<file path="src/rtl/core/phc_pkg.sv">
// Shared types and constants for the packet header checker.
// No dependencies.
package phc_pkg;

	localparam int MAGIC_BYTES_DEF = 4;
	localparam int QUEUE_DEPTH_DEF = 2;
	localparam logic [16:0] PAYLOAD_MAX = 17'h10000;

	typedef enum logic [0:0] {
		REG_MAGIC   = 1'b0,
		REG_VERSION = 1'b1
	} reg_idx_t;

	typedef enum logic [2:0] {
		ST_OK      = 3'd0,
		ST_TRUNC   = 3'd1,
		ST_MAGIC   = 3'd2,
		ST_VERSION = 3'd3,
		ST_LENGTH  = 3'd4
	} status_t;

	typedef enum logic [2:0] {
		KIND_MAGIC   = 3'd0,
		KIND_VERSION = 3'd1,
		KIND_TYPE    = 3'd2,
		KIND_LENGTH  = 3'd3,
		KIND_SEQ     = 3'd4,
		KIND_PAYLOAD = 3'd5
	} kind_t;

	typedef struct packed {
		logic [7:0] data;
		logic       last;
		kind_t      kind;
		logic       byte_ok;
		logic       complete;
	} item_t;

	typedef struct packed {
		status_t     status;
		logic [7:0]  msg_type;
		logic [15:0] declared_length;
		logic [31:0] sequence_res;
		logic [7:0]  version_seen;
	} result_t;

endpackage

</file>
<file path="src/rtl/core/phc_queue.sv">
// Short FIFO of classified items between front and back.
// Depends on phc_pkg.
module phc_queue #(
	parameter int DEPTH = phc_pkg::QUEUE_DEPTH_DEF
) (
	input  logic            clk,
	input  logic            arst_n,
	input  logic            push,
	input  phc_pkg::item_t  push_item,
	output logic            full,
	input  logic            pop,
	output logic            not_empty,
	output phc_pkg::item_t  head
);
	import phc_pkg::*;

	localparam int PTR_W = (DEPTH > 1) ? $clog2(DEPTH) : 1;
	localparam int CNT_W = $clog2(DEPTH + 1);

	item_t            mem_q [DEPTH];
	logic [PTR_W-1:0] wr_ptr_q;
	logic [PTR_W-1:0] rd_ptr_q;
	logic [CNT_W-1:0] count_q;

	assign full      = (count_q == CNT_W'(DEPTH));
	assign not_empty = (count_q != '0);
	assign head      = mem_q[rd_ptr_q];

	always_ff @(posedge clk) begin
		if (push) begin
			mem_q[wr_ptr_q] <= push_item;
		end
	end

	always_ff @(posedge clk or negedge arst_n) begin
		if (!arst_n) begin
			wr_ptr_q <= '0;
			rd_ptr_q <= '0;
			count_q  <= '0;
		end else begin
			if (push) begin
				wr_ptr_q <= (wr_ptr_q == PTR_W'(DEPTH - 1)) ? '0 : wr_ptr_q + 1'b1;
			end
			if (pop) begin
				rd_ptr_q <= (rd_ptr_q == PTR_W'(DEPTH - 1)) ? '0 : rd_ptr_q + 1'b1;
			end
			if (push && !pop) begin
				count_q <= count_q + 1'b1;
			end else if (pop && !push) begin
				count_q <= count_q - 1'b1;
			end
		end
	end

endmodule

</file>
<file path="src/rtl/core/phc_front.sv">
// Front end: tracks header position, classifies each byte, checks magic bytes.
// Depends on phc_pkg.
module phc_front #(
	parameter int MAGIC_BYTES = phc_pkg::MAGIC_BYTES_DEF
) (
	input  logic            clk,
	input  logic            arst_n,
	input  logic            accept,
	input  logic [7:0]      data_byte,
	input  logic            last_byte,
	input  logic [31:0]     magic_word,
	output phc_pkg::item_t  item
);
	import phc_pkg::*;

	localparam int HDR_LEN = MAGIC_BYTES + 8;
	localparam int POS_W   = $clog2(HDR_LEN + 1);
	localparam int IDX_W   = (MAGIC_BYTES > 1) ? $clog2(MAGIC_BYTES) : 1;
	localparam int MW      = MAGIC_BYTES * 8;

	logic [POS_W-1:0] pos_q;
	logic [MW-1:0]    magic_full;
	logic [7:0]       exp_byte [MAGIC_BYTES];

	assign magic_full = MW'(magic_word);

	always_comb begin
		for (int i = 0; i < MAGIC_BYTES; i++) begin
			exp_byte[i] = magic_full[(MAGIC_BYTES - 1 - i) * 8 +: 8];
		end
	end

	always_comb begin
		item.data     = data_byte;
		item.last     = last_byte;
		item.byte_ok  = 1'b1;
		item.complete = 1'b1;
		if (pos_q < POS_W'(MAGIC_BYTES)) begin
			item.kind    = KIND_MAGIC;
			item.byte_ok = (data_byte == exp_byte[pos_q[IDX_W-1:0]]);
		end else if (pos_q == POS_W'(MAGIC_BYTES)) begin
			item.kind = KIND_VERSION;
		end else if (pos_q == POS_W'(MAGIC_BYTES + 1)) begin
			item.kind = KIND_TYPE;
		end else if (pos_q < POS_W'(MAGIC_BYTES + 4)) begin
			item.kind = KIND_LENGTH;
		end else if (pos_q < POS_W'(HDR_LEN)) begin
			item.kind = KIND_SEQ;
		end else begin
			item.kind = KIND_PAYLOAD;
		end
		if (pos_q < POS_W'(HDR_LEN - 1)) begin
			item.complete = 1'b0;
		end
	end

	always_ff @(posedge clk or negedge arst_n) begin
		if (!arst_n) begin
			pos_q <= '0;
		end else if (accept) begin
			if (last_byte) begin
				pos_q <= '0;
			end else if (pos_q < POS_W'(HDR_LEN)) begin
				pos_q <= pos_q + 1'b1;
			end
		end
	end

endmodule

</file>
<file path="src/rtl/core/phc_back.sv">
// Back end: captures header fields, counts payload, forms the result.
// Depends on phc_pkg.
module phc_back (
	input  logic             clk,
	input  logic             arst_n,
	input  logic             q_valid,
	input  phc_pkg::item_t   q_item,
	output logic             q_pop,
	input  logic [7:0]       expected_version,
	output logic             res_valid,
	input  logic             res_ready,
	output phc_pkg::result_t res
);
	import phc_pkg::*;

	logic        magic_ok_q;
	logic [7:0]  version_q;
	logic [7:0]  type_q;
	logic [15:0] length_q;
	logic [31:0] seq_q;
	logic [16:0] count_q;
	logic        res_valid_q;
	result_t     res_q;

	logic        magic_ok_n;
	logic [7:0]  version_n;
	logic [7:0]  type_n;
	logic [15:0] length_n;
	logic [31:0] seq_n;
	logic [16:0] count_n;
	result_t     res_n;

	assign q_pop     = q_valid && (!q_item.last || !res_valid_q || res_ready);
	assign res_valid = res_valid_q;
	assign res       = res_q;

	always_comb begin
		magic_ok_n = magic_ok_q;
		version_n  = version_q;
		type_n     = type_q;
		length_n   = length_q;
		seq_n      = seq_q;
		count_n    = count_q;
		unique case (q_item.kind)
			KIND_MAGIC:   magic_ok_n = magic_ok_q & q_item.byte_ok;
			KIND_VERSION: version_n  = q_item.data;
			KIND_TYPE:    type_n     = q_item.data;
			KIND_LENGTH:  length_n   = {length_q[7:0], q_item.data};
			KIND_SEQ:     seq_n      = {seq_q[23:0], q_item.data};
			KIND_PAYLOAD: begin
				if (count_q != PAYLOAD_MAX) begin
					count_n = count_q + 1'b1;
				end
			end
			default: ;
		endcase
	end

	always_comb begin
		res_n = '0;
		if (!q_item.complete) begin
			res_n.status = ST_TRUNC;
		end else begin
			res_n.msg_type        = type_n;
			res_n.declared_length = length_n;
			res_n.sequence_res    = seq_n;
			res_n.version_seen    = version_n;
			if (!magic_ok_n) begin
				res_n.status = ST_MAGIC;
			end else if (version_n != expected_version) begin
				res_n.status = ST_VERSION;
			end else if ({1'b0, length_n} != count_n) begin
				res_n.status = ST_LENGTH;
			end else begin
				res_n.status = ST_OK;
			end
		end
	end

	always_ff @(posedge clk) begin
		if (q_pop && q_item.last) begin
			res_q <= res_n;
		end
	end

	always_ff @(posedge clk or negedge arst_n) begin
		if (!arst_n) begin
			magic_ok_q  <= 1'b1;
			version_q   <= '0;
			type_q      <= '0;
			length_q    <= '0;
			seq_q       <= '0;
			count_q     <= '0;
			res_valid_q <= 1'b0;
		end else begin
			if (q_pop && q_item.last) begin
				res_valid_q <= 1'b1;
			end else if (res_ready) begin
				res_valid_q <= 1'b0;
			end
			if (q_pop) begin
				if (q_item.last) begin
					magic_ok_q <= 1'b1;
					version_q  <= '0;
					type_q     <= '0;
					length_q   <= '0;
					seq_q      <= '0;
					count_q    <= '0;
				end else begin
					magic_ok_q <= magic_ok_n;
					version_q  <= version_n;
					type_q     <= type_n;
					length_q   <= length_n;
					seq_q      <= seq_n;
					count_q    <= count_n;
				end
			end
		end
	end

endmodule

</file>
<file path="src/rtl/core/packet_header_checker_unit.sv">
// Top level of the packet header checker: config registers, front, queue, back.
// Depends on phc_pkg, phc_front, phc_queue, phc_back.
//
//  channel | signals                                   | handshake
//  in      | data_byte, last_byte                      | in_valid / in_ready
//  out     | status, msg_type, declared_length,        | out_valid / out_ready
//          | sequence_res, version_seen                |
//  cfg     | cfg_index, cfg_data                       | cfg_valid / cfg_ready
//
// One byte per cycle while in_ready is high; a packet's last byte, once accepted,
// is registered in the queue, then its result in the back end's result register.
// Reset clears header position, queue and capture state; magic_word 0, version 1.
// An output stall holds the back end on a last byte; the queue then fills and
// drops in_ready. Config writes are always taken.
module packet_header_checker_unit #(
	parameter int MAGIC_BYTES = phc_pkg::MAGIC_BYTES_DEF,
	parameter int QUEUE_DEPTH = phc_pkg::QUEUE_DEPTH_DEF
) (
	input  logic        clk,
	input  logic        arst_n,
	input  logic        in_valid,
	output logic        in_ready,
	input  logic [7:0]  data_byte,
	input  logic        last_byte,
	output logic        out_valid,
	input  logic        out_ready,
	output logic [2:0]  status,
	output logic [7:0]  msg_type,
	output logic [15:0] declared_length,
	output logic [31:0] sequence_res,
	output logic [7:0]  version_seen,
	input  logic        cfg_valid,
	output logic        cfg_ready,
	input  logic [0:0]  cfg_index,
	input  logic [31:0] cfg_data
);
	import phc_pkg::*;

	logic [31:0] magic_word_q;
	logic [7:0]  exp_version_q;
	logic        accept;
	logic        q_full;
	logic        q_valid;
	logic        q_pop;
	item_t       front_item;
	item_t       q_item;
	result_t     res;

	assign cfg_ready = 1'b1;
	assign in_ready  = !q_full;
	assign accept    = in_valid && in_ready;

	always_ff @(posedge clk or negedge arst_n) begin
		if (!arst_n) begin
			magic_word_q  <= '0;
			exp_version_q <= 8'd1;
		end else if (cfg_valid && cfg_ready) begin
			unique case (reg_idx_t'(cfg_index))
				REG_MAGIC:   magic_word_q  <= cfg_data;
				REG_VERSION: exp_version_q <= cfg_data[7:0];
				default: ;
			endcase
		end
	end

	phc_front #(
		.MAGIC_BYTES(MAGIC_BYTES)
	) u_front (
		.clk       (clk),
		.arst_n    (arst_n),
		.accept    (accept),
		.data_byte (data_byte),
		.last_byte (last_byte),
		.magic_word(magic_word_q),
		.item      (front_item)
	);

	phc_queue #(
		.DEPTH(QUEUE_DEPTH)
	) u_queue (
		.clk      (clk),
		.arst_n   (arst_n),
		.push     (accept),
		.push_item(front_item),
		.full     (q_full),
		.pop      (q_pop),
		.not_empty(q_valid),
		.head     (q_item)
	);

	phc_back u_back (
		.clk             (clk),
		.arst_n          (arst_n),
		.q_valid         (q_valid),
		.q_item          (q_item),
		.q_pop           (q_pop),
		.expected_version(exp_version_q),
		.res_valid       (out_valid),
		.res_ready       (out_ready),
		.res             (res)
	);

	assign status          = res.status;
	assign msg_type        = res.msg_type;
	assign declared_length = res.declared_length;
	assign sequence_res    = res.sequence_res;
	assign version_seen    = res.version_seen;

endmodule

</file>
<file path="config.mk">
export PLATFORM = sky130hd
export DESIGN_NAME = packet_header_checker_unit
export DESIGN_NICKNAME = d
export VERILOG_FILES = /design/src/rtl/core/phc_pkg.sv /design/src/rtl/core/phc_queue.sv /design/src/rtl/core/phc_front.sv /design/src/rtl/core/phc_back.sv /design/src/rtl/core/packet_header_checker_unit.sv
export SDC_FILE = /design/constraint.sdc
export NUM_CORES = 1
export LEC_CHECK = 0
export BUFFER_PORTS_ARGS = -buffer_cell sky130_fd_sc_hd__buf_2
export CAP_MARGIN = 20
export CELL_PAD_IN_SITES_DETAIL_PLACEMENT = 1
export CELL_PAD_IN_SITES_GLOBAL_PLACEMENT = 1
export CORE_ASPECT_RATIO = 1.5
export CORE_UTILIZATION = 47
export CTS_CLUSTER_DIAMETER = 60
export CTS_CLUSTER_SIZE = 25
export DETAILED_ROUTE_END_ITERATION = 7
export PLACE_DENSITY = 0.86
export SYNTH_ARGS = -nofsm -noshare
export SYNTH_HDL_FRONTEND = slang
export SYNTH_SLANG_ARGS = --single-unit
</file>
<file path="constraint.sdc">
create_clock -name clk -period 5.35 [get_ports clk]
set_clock_uncertainty 0.15 [all_clocks]
set_input_delay 0 -clock clk [delete_from_list [all_inputs] [get_ports clk]]
set_output_delay 0 -clock clk [all_outputs]
set_load 0.01 [all_outputs]
</file>
### Word-level counts from Yosys, hierarchy flattened

Memories as Yosys holds them, arrays and structs flattened.
Cells that the tools add are included.
W data, S select, Z words.

* $add $sub $neg: 6
* order comparisons: 5
* equal/unequal tests: 12
* muxes and demuxes: 36
* bitwise gates (word level): 5
* reductions and logical operators: 21

Operator list (count)
* $mux W32: 2
* $mux W17: 3
* $mux W8: 6
* $mux W16: 2
* $add A17 B1 Y17 const B: 1
* $ne A16 B17 Y1: 1
* $ne A17 B17 Y1 const B: 1
* $bmux W8 S2: 1
* $mux W3: 5
* $lt A4 B4 Y1 const B: 3
* $mux W1: 11
* $eq A4 B3 Y1 const B: 2
* $eq A8 B8 Y1: 1
* $mux W2: 4
* $mux W4: 2
* $ne A8 B8 Y1: 1
* $reduce_bool A2 Y1: 4
* $eq A3 B2 Y1 const B: 2
* $eq A3 B3 Y1 const B: 2
* $reduce_and A2 Y1: 3
* $logic_and A1 B1 Y1: 5
* $logic_not A1 Y1: 5
* $add A4 B1 Y4 const B: 1
* $lt A4 B3 Y1 const B: 1
* other kinds (12): 16

* bits in registers: 198
* RAM bits: 28
* bits of input ports: 47
* logic and storage cells: 105
* memories: 1

Memories
* u_queue.mem_q: depth 2, bits a word 14, read ports 1, clocked after memory_dff 0, write ports 1, line phc_queue.sv:20 `item_t mem_q [DEPTH];`

### Logic depth before layout (Yosys ltp)

Gate-level depths: netlist of the first run.
An unclocked memory read counts as a cell.

* depth in word-level cells: 8
* depth in mapped cells: 11

### By module

From an unflattened synthesis of the first run, not the netlist that was laid out.

* cells, all modules: 881
* area, all modules: 10568.9 µm²

By module, submodules not included
* phc_back: times used 1, cells an instance 672, area each 7044.3 µm², sequential area each 4090.2 µm²
* packet_header_checker_unit: times used 1, cells an instance 90, area each 1641.6 µm², sequential area each 1002.2 µm²
* phc_queue: times used 1, cells an instance 60, area each 1252.5 µm², sequential area each 940.9 µm²
* phc_front: times used 1, cells an instance 59, area each 630.6 µm², sequential area each 100.1 µm²

### Worst setup path before layout of the first run

No wires, ideal clock.

* path type: register to register
* start point: register u_queue.rd_ptr_q
* end point: register u_back.res_q (netlist bit u_back.res[0]) (enable)
* library setup time: 0.494 ns
* data arrival time: 4.218 ns
* required time: 4.706 ns
* path slack: 0.489 ns
* stages on the path, launching flop included: 8
* path buffers: 3
* cells stage by stage: dfrtp_1 buf_6 buf_6 buf_6 mux2i_1 o22a_1 inv_1 nor2_1

* cells in the longest elaborated chain, start to end: 6

Ends and longest elaborated chain
* from (decl): line phc_queue.sv:22 `logic [PTR_W-1:0] rd_ptr_q;`
* from (signal assigned): line phc_queue.sv:45 `rd_ptr_q <= (rd_ptr_q == PTR_W'(DEPTH - 1)) ? '0 : rd_ptr_q + 1'b1;`
* $mem_v2 Z2 W14 *
* $logic_not A1 Y1: line phc_back.sv:33 `assign q_pop = q_valid && (!q_item.last || !res_valid_q || res_ready);`
* $logic_or A1 B1 Y1 (2 in series): line phc_back.sv:33
* $logic_and A1 B1 Y1: line phc_back.sv:33
* $logic_and A1 B1 Y1 *: line phc_back.sv:81 `if (q_pop && q_item.last) begin`
* to (signal assigned): line phc_back.sv:82 `res_q <= res_n;`
* to (decl): line phc_back.sv:23 `result_t res_q;`

Mark *: on every way between the ends. The rest lies on a longest branch, timed or not.
A chain may end at the register's enable or synchronous reset.

### Final worst setup path of the first run

* start point: register u_queue.rd_ptr_q
* end point: register u_back.res_q (netlist bit u_back.res[66]) (data pin)

* cells in the longest elaborated chain, start to end: 5
* elaborated cells on any way between the ends: 16

Ends and longest elaborated chain
* $mem_v2 Z2 W14 *
* $eq A3 B2 Y1, or another cell as far along: line phc_back.sv:44 `unique case (q_item.kind)`
* $mux W16, or another cell as far along: line phc_back.sv:44
* $ne A16 B17 Y1, or another cell as far along: line phc_back.sv:72 `end else if ({1'b0, length_n} != count_n) begin`
* $mux W3 or $reduce_or A3 Y1 (tied branches)

Marked as above.

==> results of run 1 <==
==> cell type report <==
class / count / area [um^2]
multi-input cells: 587 / 3960
repair buffers: 181 / 1240
clock inverters: 3 / 30.0
clock buffers: 21 / 428
well taps: 272 / 340
fillers: 2270 / 9420
flip-flops and latches: 226 / 6130
inverters: 23 / 86.3
==> cells in the final DEF, fill, tap and decap left out, types with 9 or more instances in the layout <==
cell | Yosys | routed
sky130_fd_sc_hd__a211oi_1 | 24 | 24
sky130_fd_sc_hd__a21oi_1 | 33 | 33
sky130_fd_sc_hd__a22o_1 | 33 | 33
sky130_fd_sc_hd__buf_2 | 1 | 114
sky130_fd_sc_hd__buf_4 | 2 | 15
sky130_fd_sc_hd__clkbuf_16 | 0 | 15
sky130_fd_sc_hd__dfrtp_1 | 129 | 129
sky130_fd_sc_hd__dlygate4sd3_1 | 0 | 49
sky130_fd_sc_hd__edfxtp_1 | 95 | 95
sky130_fd_sc_hd__inv_1 | 23 | 23
sky130_fd_sc_hd__mux2_2 | 41 | 41
sky130_fd_sc_hd__mux2i_1 | 26 | 25
sky130_fd_sc_hd__nand2_1 | 125 | 125
sky130_fd_sc_hd__nor2_1 | 57 | 56
sky130_fd_sc_hd__nor2b_1 | 10 | 9
sky130_fd_sc_hd__nor3_1 | 11 | 11
sky130_fd_sc_hd__o21ai_0 | 73 | 73
sky130_fd_sc_hd__xnor2_1 | 26 | 26
==> metal layers <==
layer / track usage, % / vias up
met5: 0 / -
met4: 11.8 / 2
met3: 2.85 / 81
met2: 51.2 / 237
met1: 31.6 / 3995
li1: - / 3496
==> through the flow <==
step | util, % | hold WS (ps) | setup slack (ps)
after floorplan | - | -446 | 489
after global placement | 51.7 | 63.9 | 1970
after detailed placement | 51.8 | 71.5 | 1780
after CTS | 56.1 | 12.4 | 1740
after global routing | 56.5 | 69.2 | 1600
final | 56.5 | 44.1 | 1690
==> power by group through the flow <==
stage	Clock (mW)	Sequential, mW	Combinational, mW
global route	1.24	2.75	2.46
global placement	0	2.68	2.09
CTS	1.18	2.69	2.24
finish	1.17	2.69	2.27
detailed placement	0	2.72	2.20
floorplan	0	2.72	1.35
==> tightest hold or removal path, stage by stage <==
cell                      delay, ps
sky130_fd_sc_hd__buf_2          100
sky130_fd_sc_hd__nor2b_2         40
sky130_fd_sc_hd__buf_4          250
sky130_fd_sc_hd__mux2_2         270
==> state kept, by name, indices dropped and copies added (netlist names) <==
name,count
u_queue.rd_ptr_q,1
u_back.count_q,17
u_back.length_q,16
u_back.res_valid,1
u_queue.mem_q,28
u_back.res,67
u_back.magic_ok_q,1
magic_word_q,32
u_queue.count_q,2
u_front.pos_q,4
exp_version_q,8
u_back.type_q,8
u_queue.wr_ptr_q,1
u_back.seq_q,32
u_back.version_q,8
==> timing repair <==
item,4_1_cts,5_1_grt
gates resized for setup,0,0
endpoints found under the hold margin,146,5
hold buffers,48,1
==> logic make-up after synthesis <==
kind of cell    synth area share, %
fa+ha+maj                     0.725
simple gates                   12.7
other cells                  0.0362
mux                            8.84
flops                          59.2
buf+inv                        2.80
compound gates                 12.0
xor+xnor                       3.71
==> worst min path at each step <==
stage / startpoint / to
after floorplan: arst_n / exp_version_q[1]
after global placement: data_byte[4] / u_queue.mem_q[0][10]
after detailed placement: arst_n / magic_word_q[27]
after CTS: cfg_index / exp_version_q[6]
after global routing: cfg_index / exp_version_q[3]
final: cfg_index / magic_word_q[23]
==> run_summary.xml, run 1 <==
<?xml version="1.0" encoding="UTF-8"?>
<metrics>
  <group name="status">
    <metric name="status" unit="">finished clean</metric>
  </group>
  <group name="finish">
    <metric name="final_cells" unit="">1313</metric>
    <metric name="final_layout_size_suffix_gt1_share" unit="%">21.1</metric>
    <metric name="insertedDiodeCount" unit="">0</metric>
    <metric name="layout.cell_area.non_filler" unit="mm^2">0.0122</metric>
    <metric name="flow.area_growth_from_synthesis" unit="%">18.0</metric>
    <metric name="fin_nets" unit="">1086</metric>
  </group>
  <group name="drt">
    <metric name="remaining_drc_errors" unit="">0</metric>
    <metric name="drt_first_iter_violations" unit="">492</metric>
    <metric name="top_layer" unit="">met5</metric>
    <metric name="totalWireLength" unit="um">30000</metric>
    <metric name="dr.pass1.iters" unit="">5</metric>
    <metric name="route.detailed.vias_per_inst" unit="">5.95</metric>
    <metric name="route.layer.met1.wl" unit="um">11000</metric>
    <metric name="detailroute.wirelength.met2" unit="um">16600</metric>
    <metric name="postRouteAntennaNets" unit="">0</metric>
    <metric name="routedWlPerCell" unit="um">22.9</metric>
    <metric name="vias" unit="">7811</metric>
    <metric name="met3_length" unit="um">1090</metric>
  </group>
  <group name="timing">
    <metric name="slew_viol_final" unit="">0</metric>
    <metric name="worst_pin_slew" unit="ps">1100</metric>
    <metric name="setup-tns-final" unit="ps">0</metric>
    <metric name="final_min_period_over_clock_period" unit="%">68.4</metric>
    <metric name="timing.final.crit_period" unit="ps">3660</metric>
    <metric name="setup_viol" unit="">0</metric>
    <metric name="maxSlewHeadroom" unit="%">26.2</metric>
    <metric name="maxClockFrequency" unit="GHz">0.273</metric>
    <metric name="grt_setup_unrepaired" unit="">no</metric>
    <metric name="final_hold_viols" unit="">0</metric>
  </group>
  <group name="yosys">
    <metric name="post_synth_most_frequent_cells" unit="">129 x sky130_fd_sc_hd__dfrtp_1, 125 x sky130_fd_sc_hd__nand2_1, 95 x sky130_fd_sc_hd__edfxtp_1, 73 x sky130_fd_sc_hd__o21ai_0, 57 x sky130_fd_sc_hd__nor2_1</metric>
    <metric name="synth_warnings" unit="">0</metric>
    <metric name="synth_most_common_cell" unit="">sky130_fd_sc_hd__dfrtp_1</metric>
    <metric name="synth_async_sr_flop_share" unit="%">58.0</metric>
    <metric name="avgSynthCellArea" unit="um^2">11.7</metric>
    <metric name="synth.top_cells.by_area" unit="">sky130_fd_sc_hd__dfrtp_1 31%, sky130_fd_sc_hd__edfxtp_1 28%, sky130_fd_sc_hd__nand2_1 4.5%</metric>
    <metric name="syn_inst" unit="">882</metric>
    <metric name="synth_top_area_cell" unit="">sky130_fd_sc_hd__dfrtp_1</metric>
    <metric name="synth_fp_nets" unit="">935</metric>
    <metric name="dominantRegCellSynth" unit="">sky130_fd_sc_hd__dfrtp_1</metric>
    <metric name="distinct_cell_type_count_after_synthesis" unit="">65</metric>
    <metric name="synth_top_area_share" unit="%">31.2</metric>
    <metric name="syn_area" unit="mm^2">0.0104</metric>
    <metric name="synth-seq-area-share" unit="%">59.2</metric>
    <metric name="post_synth_edffs" unit="">95</metric>
    <metric name="ys_ff_latch" unit="">226</metric>
  </group>
  <group name="die">
    <metric name="chipHeight" unit="um">184</metric>
    <metric name="die_outline_width" unit="um">123</metric>
    <metric name="io_pins" unit="">117</metric>
    <metric name="row_count" unit="">66</metric>
    <metric name="starting_density_of_the_core" unit="%">47.9</metric>
    <metric name="design.core.area" unit="mm^2">0.0216</metric>
    <metric name="dieArea" unit="mm^2">0.0226</metric>
  </group>
  <group name="global_routing">
    <metric name="first_global_vias" unit="">8357</metric>
    <metric name="overflow" unit="">0</metric>
    <metric name="grt_antenna_before_repair" unit="">1</metric>
    <metric name="largest_net_degree_at_the_start_of_global_routing" unit="">79</metric>
    <metric name="globalRouteTotalUtil" unit="%">27.6</metric>
    <metric name="grt_first_pass_wirelength" unit="um">47300</metric>
  </group>
  <group name="worst_setup_path">
    <metric name="worst_r2r_startpoint" unit="">u_queue.rd_ptr_q</metric>
    <metric name="r2r_cells" unit="">8</metric>
    <metric name="crit_family" unit="">compound AO/OA/AOI/OAI gates</metric>
    <metric name="largest_fanout_on_the_critical_path" unit="">26</metric>
    <metric name="flop_to_flop_setup_slack" unit="ps">1690</metric>
    <metric name="critPathLaunch" unit="">u_queue.rd_ptr_q</metric>
    <metric name="worst_setup_path_start_kind" unit="">flop</metric>
    <metric name="timing.critical_path.to_type" unit="">flop</metric>
    <metric name="timing.critical_path.arrival" unit="ps">3820</metric>
    <metric name="cp.buffers_inverters" unit="">1</metric>
    <metric name="crit_path_max_cell_delay" unit="ps">850</metric>
    <metric name="cp-endpoint" unit="">u_back.res[66]</metric>
    <metric name="path_class" unit="">reg -&gt; reg</metric>
    <metric name="worst_path_max_delay_cell" unit="">sky130_fd_sc_hd__o21ai_1</metric>
    <metric name="crit-reg2reg-capture" unit="">u_back.res[66]</metric>
    <metric name="crit_path_cell_trace" unit="">buf_4 &gt; and3b_1 &gt; o21ai_1 &gt; mux2i_1 &gt; xor2_1 &gt; nand4_1 &gt; or4_1 &gt; a41oi_1</metric>
    <metric name="required_time_of_the_worst_setup_path" unit="ps">5510</metric>
    <metric name="critical_path_depth" unit="">8</metric>
  </group>
  <group name="clock_tree">
    <metric name="postcts_setup_bufs" unit="">0</metric>
    <metric name="path_clk_slew" unit="ps">90</metric>
    <metric name="root_buffer" unit="">sky130_fd_sc_hd__clkbuf_16</metric>
    <metric name="tritoncts.num_buffers" unit="">14</metric>
    <metric name="cts_htree_levels" unit="">1</metric>
    <metric name="ctsLongestPathBuffers" unit="">3</metric>
    <metric name="tritoncts_clock_tree" unit="">yes</metric>
    <metric name="cts_num_sinks" unit="">226</metric>
    <metric name="worst_skew_pair.late_latency" unit="ps">500</metric>
  </group>
  <group name="power">
    <metric name="irDropWorstVdd" unit="mV">0.318</metric>
    <metric name="post-layout-total-power" unit="mW">6.13</metric>
    <metric name="power.clock.fraction" unit="%">19.0</metric>
    <metric name="internal_power" unit="mW">3.75</metric>
    <metric name="power.static_leakage" unit="nW">5.02</metric>
    <metric name="netSwitchingPower" unit="mW">2.38</metric>
    <metric name="p_per_area" unit="mW/mm^2">502</metric>
    <metric name="power_frac_seq" unit="%">43.9</metric>
    <metric name="swShare" unit="%">38.9</metric>
    <metric name="power.combinational.fraction" unit="%">37.0</metric>
  </group>
  <group name="placement">
    <metric name="place_congestion" unit="">0.852</metric>
    <metric name="port_buffers" unit="">115</metric>
    <metric name="dp_cells" unit="">1237</metric>
    <metric name="placed_cell_area" unit="mm^2">0.0112</metric>
    <metric name="post-dp-hpwl" unit="um">19500</metric>
  </group>
  <group name="min_path">
    <metric name="hold_depth" unit="">4</metric>
    <metric name="hold_crit_class" unit="">in -&gt; reg</metric>
  </group>
  <group name="flow_run">
    <metric name="timing.max_cap.violations" unit="">0</metric>
  </group>
</metrics>
Power figures use the tool's default switching activity.
==> inputs of run 2 (changes only) <==
- clock period: 5.35 -> 3.4 ns (I/O delays scaled with it)
==> run_summary.xml, run 2 (same netlist as run 1, synthesis figures left out) <==
<?xml version="1.0" encoding="UTF-8"?>
<metrics>
  <group name="die">
    <metric name="row_count" unit="">66</metric>
    <metric name="dieArea" unit="mm^2">0.0226</metric>
    <metric name="starting_density_of_the_core" unit="%">47.9</metric>
    <metric name="chipHeight" unit="um">184</metric>
    <metric name="io_pins" unit="">117</metric>
    <metric name="design.core.area" unit="mm^2">0.0216</metric>
    <metric name="die_outline_width" unit="um">123</metric>
  </group>
  <group name="global_routing">
    <metric name="grt_antenna_before_repair" unit="">0</metric>
    <metric name="globalRouteTotalUtil" unit="%">28.5</metric>
    <metric name="overflow" unit="">0</metric>
    <metric name="first_global_vias" unit="">8702</metric>
    <metric name="grt_first_pass_wirelength" unit="um">48700</metric>
    <metric name="largest_net_degree_at_the_start_of_global_routing" unit="">69</metric>
  </group>
  <group name="clock_tree">
    <metric name="cts_htree_levels" unit="">1</metric>
    <metric name="postcts_setup_bufs" unit="">0</metric>
    <metric name="tritoncts_clock_tree" unit="">yes</metric>
    <metric name="worst_skew_pair.late_latency" unit="ps">490</metric>
    <metric name="path_clk_slew" unit="ps">90</metric>
    <metric name="tritoncts.num_buffers" unit="">14</metric>
    <metric name="cts_num_sinks" unit="">226</metric>
    <metric name="ctsLongestPathBuffers" unit="">3</metric>
    <metric name="root_buffer" unit="">sky130_fd_sc_hd__clkbuf_16</metric>
  </group>
  <group name="power">
    <metric name="power.static_leakage" unit="nW">5.09</metric>
    <metric name="post-layout-total-power" unit="mW">9.89</metric>
    <metric name="p_per_area" unit="mW/mm^2">803</metric>
    <metric name="irDropWorstVdd" unit="mV">0.502</metric>
  </group>
  <group name="status">
    <metric name="status" unit="">finished with violations</metric>
    <metric name="violations" unit="">hold timing</metric>
  </group>
  <group name="placement">
    <metric name="placed_cell_area" unit="mm^2">0.0114</metric>
    <metric name="port_buffers" unit="">115</metric>
    <metric name="post-dp-hpwl" unit="um">20600</metric>
    <metric name="dp_cells" unit="">1258</metric>
    <metric name="place_congestion" unit="">0.852</metric>
  </group>
  <group name="drt">
    <metric name="routedWlPerCell" unit="um">23.5</metric>
    <metric name="route.detailed.vias_per_inst" unit="">5.99</metric>
    <metric name="totalWireLength" unit="um">31200</metric>
    <metric name="remaining_drc_errors" unit="">0</metric>
    <metric name="route.layer.met1.wl" unit="um">11400</metric>
    <metric name="vias" unit="">7957</metric>
    <metric name="met3_length" unit="um">1110</metric>
    <metric name="top_layer" unit="">met4</metric>
    <metric name="postRouteAntennaNets" unit="">0</metric>
    <metric name="drt_first_iter_violations" unit="">562</metric>
    <metric name="detailroute.wirelength.met2" unit="um">17000</metric>
    <metric name="dr.pass1.iters" unit="">4</metric>
  </group>
  <group name="finish">
    <metric name="flip_flop_count_of_the_largest_register_after_layout" unit="">67</metric>
    <metric name="final_cells" unit="">1328</metric>
    <metric name="fin_nets" unit="">1101</metric>
    <metric name="final_layout_size_suffix_gt1_share" unit="%">22.6</metric>
    <metric name="layout.cell_area.non_filler" unit="mm^2">0.0123</metric>
    <metric name="insertedDiodeCount" unit="">0</metric>
    <metric name="layout_commonest_cell" unit="">sky130_fd_sc_hd__dfrtp_1</metric>
    <metric name="commonest_cells_after_routing_fill_and_taps_aside" unit="">128 x sky130_fd_sc_hd__dfrtp_1, 125 x sky130_fd_sc_hd__nand2_1, 114 x sky130_fd_sc_hd__buf_2, 95 x sky130_fd_sc_hd__edfxtp_1, 73 x sky130_fd_sc_hd__o21ai_0</metric>
    <metric name="layout_fillers" unit="">2267</metric>
    <metric name="flow.area_growth_from_synthesis" unit="%">19.0</metric>
  </group>
  <group name="timing">
    <metric name="timing.final.crit_period" unit="ps">3140</metric>
    <metric name="grt_setup_unrepaired" unit="">no</metric>
    <metric name="maxSlewHeadroom" unit="%">42.3</metric>
    <metric name="maxClockFrequency" unit="GHz">0.319</metric>
    <metric name="worst_pin_slew" unit="ps">865</metric>
    <metric name="final.hold.worst_slack" unit="ps">-18.7</metric>
    <metric name="final_min_period_over_clock_period" unit="%">92.3</metric>
    <metric name="slew_viol_final" unit="">0</metric>
    <metric name="setup-tns-final" unit="ps">0</metric>
    <metric name="setup_viol" unit="">0</metric>
    <metric name="final_hold_viols" unit="">8</metric>
  </group>
  <group name="worst_setup_path">
    <metric name="largest_fanout_on_the_critical_path" unit="">14</metric>
    <metric name="timing.critical_path.to_type" unit="">flop</metric>
    <metric name="required_time_of_the_worst_setup_path" unit="ps">3580</metric>
    <metric name="path_class" unit="">reg -&gt; reg</metric>
    <metric name="timing.critical_path.arrival" unit="ps">3320</metric>
    <metric name="worst_setup_path_start_kind" unit="">flop</metric>
  </group>
  <group name="flow_run">
    <metric name="timing.max_cap.violations" unit="">0</metric>
  </group>
  <group name="min_path">
    <metric name="hold_crit_class" unit="">in -&gt; async</metric>
  </group>
</metrics>
## run 2: changes by cell type in the layout (fill, tap and decap cells not counted), sizes merged
cell / previous run / this run
buf: 132 / 150
inv: 23 / 27
clkbuf: 21 / 18
dlygate4sd3: 49 / 46
clkinv: 3 / 1
bufinv: 0 / 1
## run 2: per-stage QoR
step                utilization [%]  worst slack (ps)
finish                         56.9               262
CTS                            56.9               170
detailed placement             52.6               210
global route                   56.9               140
floorplan                         -               308
global placement               52.6               288
## run 2: critical path, cell delays in order, from the launching register on
cell and delay, ps:
sky130_fd_sc_hd__dfrtp_2 500, sky130_fd_sc_hd__buf_4 310, sky130_fd_sc_hd__mux2i_1 470, sky130_fd_sc_hd__inv_1 90, sky130_fd_sc_hd__mux2i_1 150, sky130_fd_sc_hd__buf_4 140, sky130_fd_sc_hd__xor2_1 220, sky130_fd_sc_hd__nand4_1 160
sky130_fd_sc_hd__or4_1 600, sky130_fd_sc_hd__a41oi_1 190
## run 2: where the power goes
group          total [mW]  internal, mW  switching (mW)
Combinational        3.74          1.38            2.36
Clock                1.89         0.922           0.971
Sequential           4.26          3.73           0.531
## run 2: worst paths after layout
kind / start / end / slack [ps] / cells after the start
worst max-delay path: u_queue.rd_ptr_q / u_back.res[66] / 260 / 9
max in group asynchronous: arst_n / u_back.count_q[14] / 2210 / 3
min in group clk: cfg_valid / exp_version_q[5] / 30 / 3
worst max register to register: u_queue.rd_ptr_q / u_back.res[66] / 260 / 9
worst min register to register: u_back.version_q[6] / u_back.version_q[6] / 360 / 2
worst min-delay path: arst_n / magic_word_q[27] / -20 / 2
## run 2: cell type report
cell class / count / area [um^2] / area share (%)
Timing Repair Buffer: 196 / 1330 / 10.8
Clock buffer: 18 / 387 / 3.14
Multi-Input combinational cell: 587 / 3960 / 32.2
Tap cell: 272 / 340 / 2.76
Inverter: 23 / 86.3 / 0.701
Sequential cell: 226 / 6130 / 49.8
Clock inverter: 6 / 82.6 / 0.670
## run 2: layer usage
metal	vias to the layer above	track usage, %
li1	3528	-
met1	4085	31.7
met2	249	52.2
met3	95	3.35
met4	0	14.8
met5	-	0
## run 2: timing repair
item,in CTS,in global routing
hold buffers,46,0
resized for setup,0,2
setup endpoints to repair,0,1
hold endpoints to repair,125,0
==> inputs of run 3 (changes only) <==
- ABC_CLOCK_PERIOD_IN_PS: unset -> 3400
- BUFFER_PORTS_ARGS: -buffer_cell sky130_fd_sc_hd__buf_2 -> unset
- CORE_UTILIZATION: 47 -> 51
- DONT_BUFFER_PORTS: unset -> 1
- PLACE_DENSITY: 0.86 -> 0.85
==> run_summary.xml, run 3 (same netlist as run 1, synthesis figures left out) <==
<?xml version="1.0" encoding="UTF-8"?>
<metrics>
  <group name="clock_tree">
    <metric name="postcts_setup_bufs" unit="">0</metric>
    <metric name="worst_skew_pair.late_latency" unit="ps">490</metric>
    <metric name="ctsLongestPathBuffers" unit="">3</metric>
    <metric name="tritoncts.num_buffers" unit="">13</metric>
    <metric name="tritoncts_clock_tree" unit="">yes</metric>
    <metric name="cts_num_sinks" unit="">226</metric>
    <metric name="root_buffer" unit="">sky130_fd_sc_hd__clkbuf_16</metric>
    <metric name="holdBufCountCts" unit="">53</metric>
    <metric name="cts_htree_levels" unit="">1</metric>
    <metric name="cts-resized-gates" unit="">0</metric>
    <metric name="path_clk_slew" unit="ps">100</metric>
  </group>
  <group name="worst_setup_path">
    <metric name="crit_family" unit="">simple AND/OR/NAND/NOR gates</metric>
    <metric name="crit_path_cell_trace" unit="">buf_4 &gt; mux2_2 &gt; mux2i_1 &gt; xor2_1 &gt; nand4_1 &gt; or4_1 &gt; a41oi_1</metric>
    <metric name="largest_fanout_on_the_critical_path" unit="">15</metric>
    <metric name="cp.buffers_inverters" unit="">1</metric>
    <metric name="crit_path_max_cell_delay" unit="ps">610</metric>
    <metric name="path_class" unit="">reg -&gt; reg</metric>
    <metric name="worst_setup_path_start_kind" unit="">flop</metric>
    <metric name="worst_path_max_delay_cell" unit="">sky130_fd_sc_hd__dfrtp_1</metric>
    <metric name="required_time_of_the_worst_setup_path" unit="ps">3560</metric>
    <metric name="timing.critical_path.to_type" unit="">flop</metric>
    <metric name="timing.critical_path.arrival" unit="ps">3250</metric>
  </group>
  <group name="global_routing">
    <metric name="largest_net_degree_at_the_start_of_global_routing" unit="">132</metric>
    <metric name="overflow" unit="">0</metric>
    <metric name="first_global_vias" unit="">8098</metric>
    <metric name="grt_antenna_before_repair" unit="">1</metric>
    <metric name="globalRouteTotalUtil" unit="%">29.8</metric>
    <metric name="grt_first_pass_wirelength" unit="um">47400</metric>
  </group>
  <group name="finish">
    <metric name="commonest_cells_after_routing_fill_and_taps_aside" unit="">129 x sky130_fd_sc_hd__dfrtp_1, 125 x sky130_fd_sc_hd__nand2_1, 95 x sky130_fd_sc_hd__edfxtp_1, 73 x sky130_fd_sc_hd__o21ai_0, 56 x sky130_fd_sc_hd__nor2_1</metric>
    <metric name="final_layout_size_suffix_gt1_share" unit="%">12.2</metric>
    <metric name="flip_flop_count_of_the_largest_register_after_layout" unit="">67</metric>
    <metric name="flow.area_growth_from_synthesis" unit="%">13.1</metric>
    <metric name="layout_fillers" unit="">2039</metric>
    <metric name="layout.cell_area.non_filler" unit="mm^2">0.0117</metric>
    <metric name="fin_nets" unit="">987</metric>
    <metric name="layout_commonest_cell" unit="">sky130_fd_sc_hd__dfrtp_1</metric>
  </group>
  <group name="timing">
    <metric name="grt_setup_unrepaired" unit="">no</metric>
    <metric name="worst_pin_slew" unit="ps">1080</metric>
    <metric name="maxSlewHeadroom" unit="%">27.6</metric>
    <metric name="setup_viol" unit="">0</metric>
    <metric name="timing.final.crit_period" unit="ps">3090</metric>
    <metric name="slew_viol_final" unit="">0</metric>
    <metric name="setup-tns-final" unit="ps">0</metric>
    <metric name="maxClockFrequency" unit="GHz">0.324</metric>
    <metric name="final_min_period_over_clock_period" unit="%">90.8</metric>
    <metric name="final_hold_viols" unit="">0</metric>
    <metric name="final.hold.worst_slack" unit="ps">1.90</metric>
  </group>
  <group name="die">
    <metric name="chipHeight" unit="um">177</metric>
    <metric name="starting_density_of_the_core" unit="%">52.1</metric>
    <metric name="die_outline_width" unit="um">118</metric>
    <metric name="dieArea" unit="mm^2">0.0209</metric>
    <metric name="row_count" unit="">63</metric>
    <metric name="io_pins" unit="">117</metric>
    <metric name="design.core.area" unit="mm^2">0.0199</metric>
  </group>
  <group name="placement">
    <metric name="post-dp-hpwl" unit="um">19000</metric>
    <metric name="place_congestion" unit="">0.874</metric>
    <metric name="port_buffers" unit="">0</metric>
    <metric name="placed_cell_area" unit="mm^2">0.0108</metric>
  </group>
  <group name="drt">
    <metric name="routedWlPerCell" unit="um">25.1</metric>
    <metric name="drt_first_iter_violations" unit="">443</metric>
    <metric name="route.layer.met1.wl" unit="um">10900</metric>
    <metric name="postRouteAntennaNets" unit="">0</metric>
    <metric name="vias" unit="">7456</metric>
    <metric name="dr.pass1.iters" unit="">4</metric>
    <metric name="totalWireLength" unit="um">30200</metric>
    <metric name="remaining_drc_errors" unit="">0</metric>
    <metric name="met3_length" unit="um">1210</metric>
    <metric name="top_layer" unit="">met4</metric>
    <metric name="detailroute.wirelength.met2" unit="um">16600</metric>
    <metric name="route.detailed.vias_per_inst" unit="">6.20</metric>
  </group>
  <group name="min_path">
    <metric name="hold_crit_class" unit="">in -&gt; async</metric>
  </group>
  <group name="power">
    <metric name="post-layout-total-power" unit="mW">9.45</metric>
    <metric name="power.static_leakage" unit="nW">4.60</metric>
    <metric name="p_per_area" unit="mW/mm^2">807</metric>
    <metric name="irDropWorstVdd" unit="mV">0.471</metric>
  </group>
  <group name="status">
    <metric name="status" unit="">finished clean</metric>
  </group>
  <group name="flow_run">
    <metric name="timing.max_cap.violations" unit="">0</metric>
  </group>
</metrics>
[run 3: cell types whose count changed in the layout (fill, tap and decap cells not counted), moves of 2 or more]
cell,change
sky130_fd_sc_hd__buf_2,-114
sky130_fd_sc_hd__buf_4,-6
sky130_fd_sc_hd__clkbuf_1,+2
sky130_fd_sc_hd__clkbuf_16,-2
sky130_fd_sc_hd__diode_2,+2
sky130_fd_sc_hd__dlygate4sd3_1,+6
[run 3: worst reg2reg max path: stages (launching register included)]
cell                      delay (ps)
sky130_fd_sc_hd__dfrtp_1         610
sky130_fd_sc_hd__buf_4           300
sky130_fd_sc_hd__mux2_2          400
sky130_fd_sc_hd__mux2i_1         270
sky130_fd_sc_hd__xor2_1          220
sky130_fd_sc_hd__nand4_1         180
sky130_fd_sc_hd__or4_1           600
sky130_fd_sc_hd__a41oi_1         190
[run 3: layout make-up]
cell class	instances	area (um^2)	share of cell area, %
flip-flops and latches	226	6130	52.4
multi-input cells	587	3960	33.8
repair buffers	83	798	6.81
clock buffers	18	344	2.94
well taps	260	325	2.78
inverters	23	86.3	0.737
clock inverters	4	61.3	0.523
diodes	2	5.00	0.0427
[run 3: through the flow]
step,setup WS [ps],std cells,utilization (%)
6_report,313,1203,59.0
5_1_grt,110,1203,59.0
4_1_cts,367,1201,58.9
3_5_place_dp,388,1126,54.1
3_3_place_gp,414,1126,54.1
2_1_floorplan,308,882,-
[run 3: path summary, 6_finish.rpt]
check	start	to	slack [ps]	cells after the start
worst max-delay path	u_queue.rd_ptr_q	u_back.res[66]	310	7
worst min-delay path	arst_n	magic_word_q[0]	2	2
worst max register to register	u_queue.rd_ptr_q	u_back.res[66]	310	7
worst min register to register	u_back.type_q[7]	u_back.type_q[7]	340	2
max in group asynchronous	arst_n	u_back.seq_q[25]	2570	2
min in group clk	cfg_data[23]	magic_word_q[23]	30	2
[run 3: where the power goes]
group          switching (mW)  internal, mW  leakage, nW
clock                   0.931         0.815        0.197
combinational            2.05          1.14         1.77
sequential              0.762          3.75         2.64
total                    3.74          5.71         4.60
[run 3: layer usage]
layer / vias to the layer above / GRT usage [%]
met5: - / 0
met1: 3834 / 32.2
li1: 3290 / -
met2: 254 / 56.5
met3: 78 / 3.88
met4: 0 / 15.2
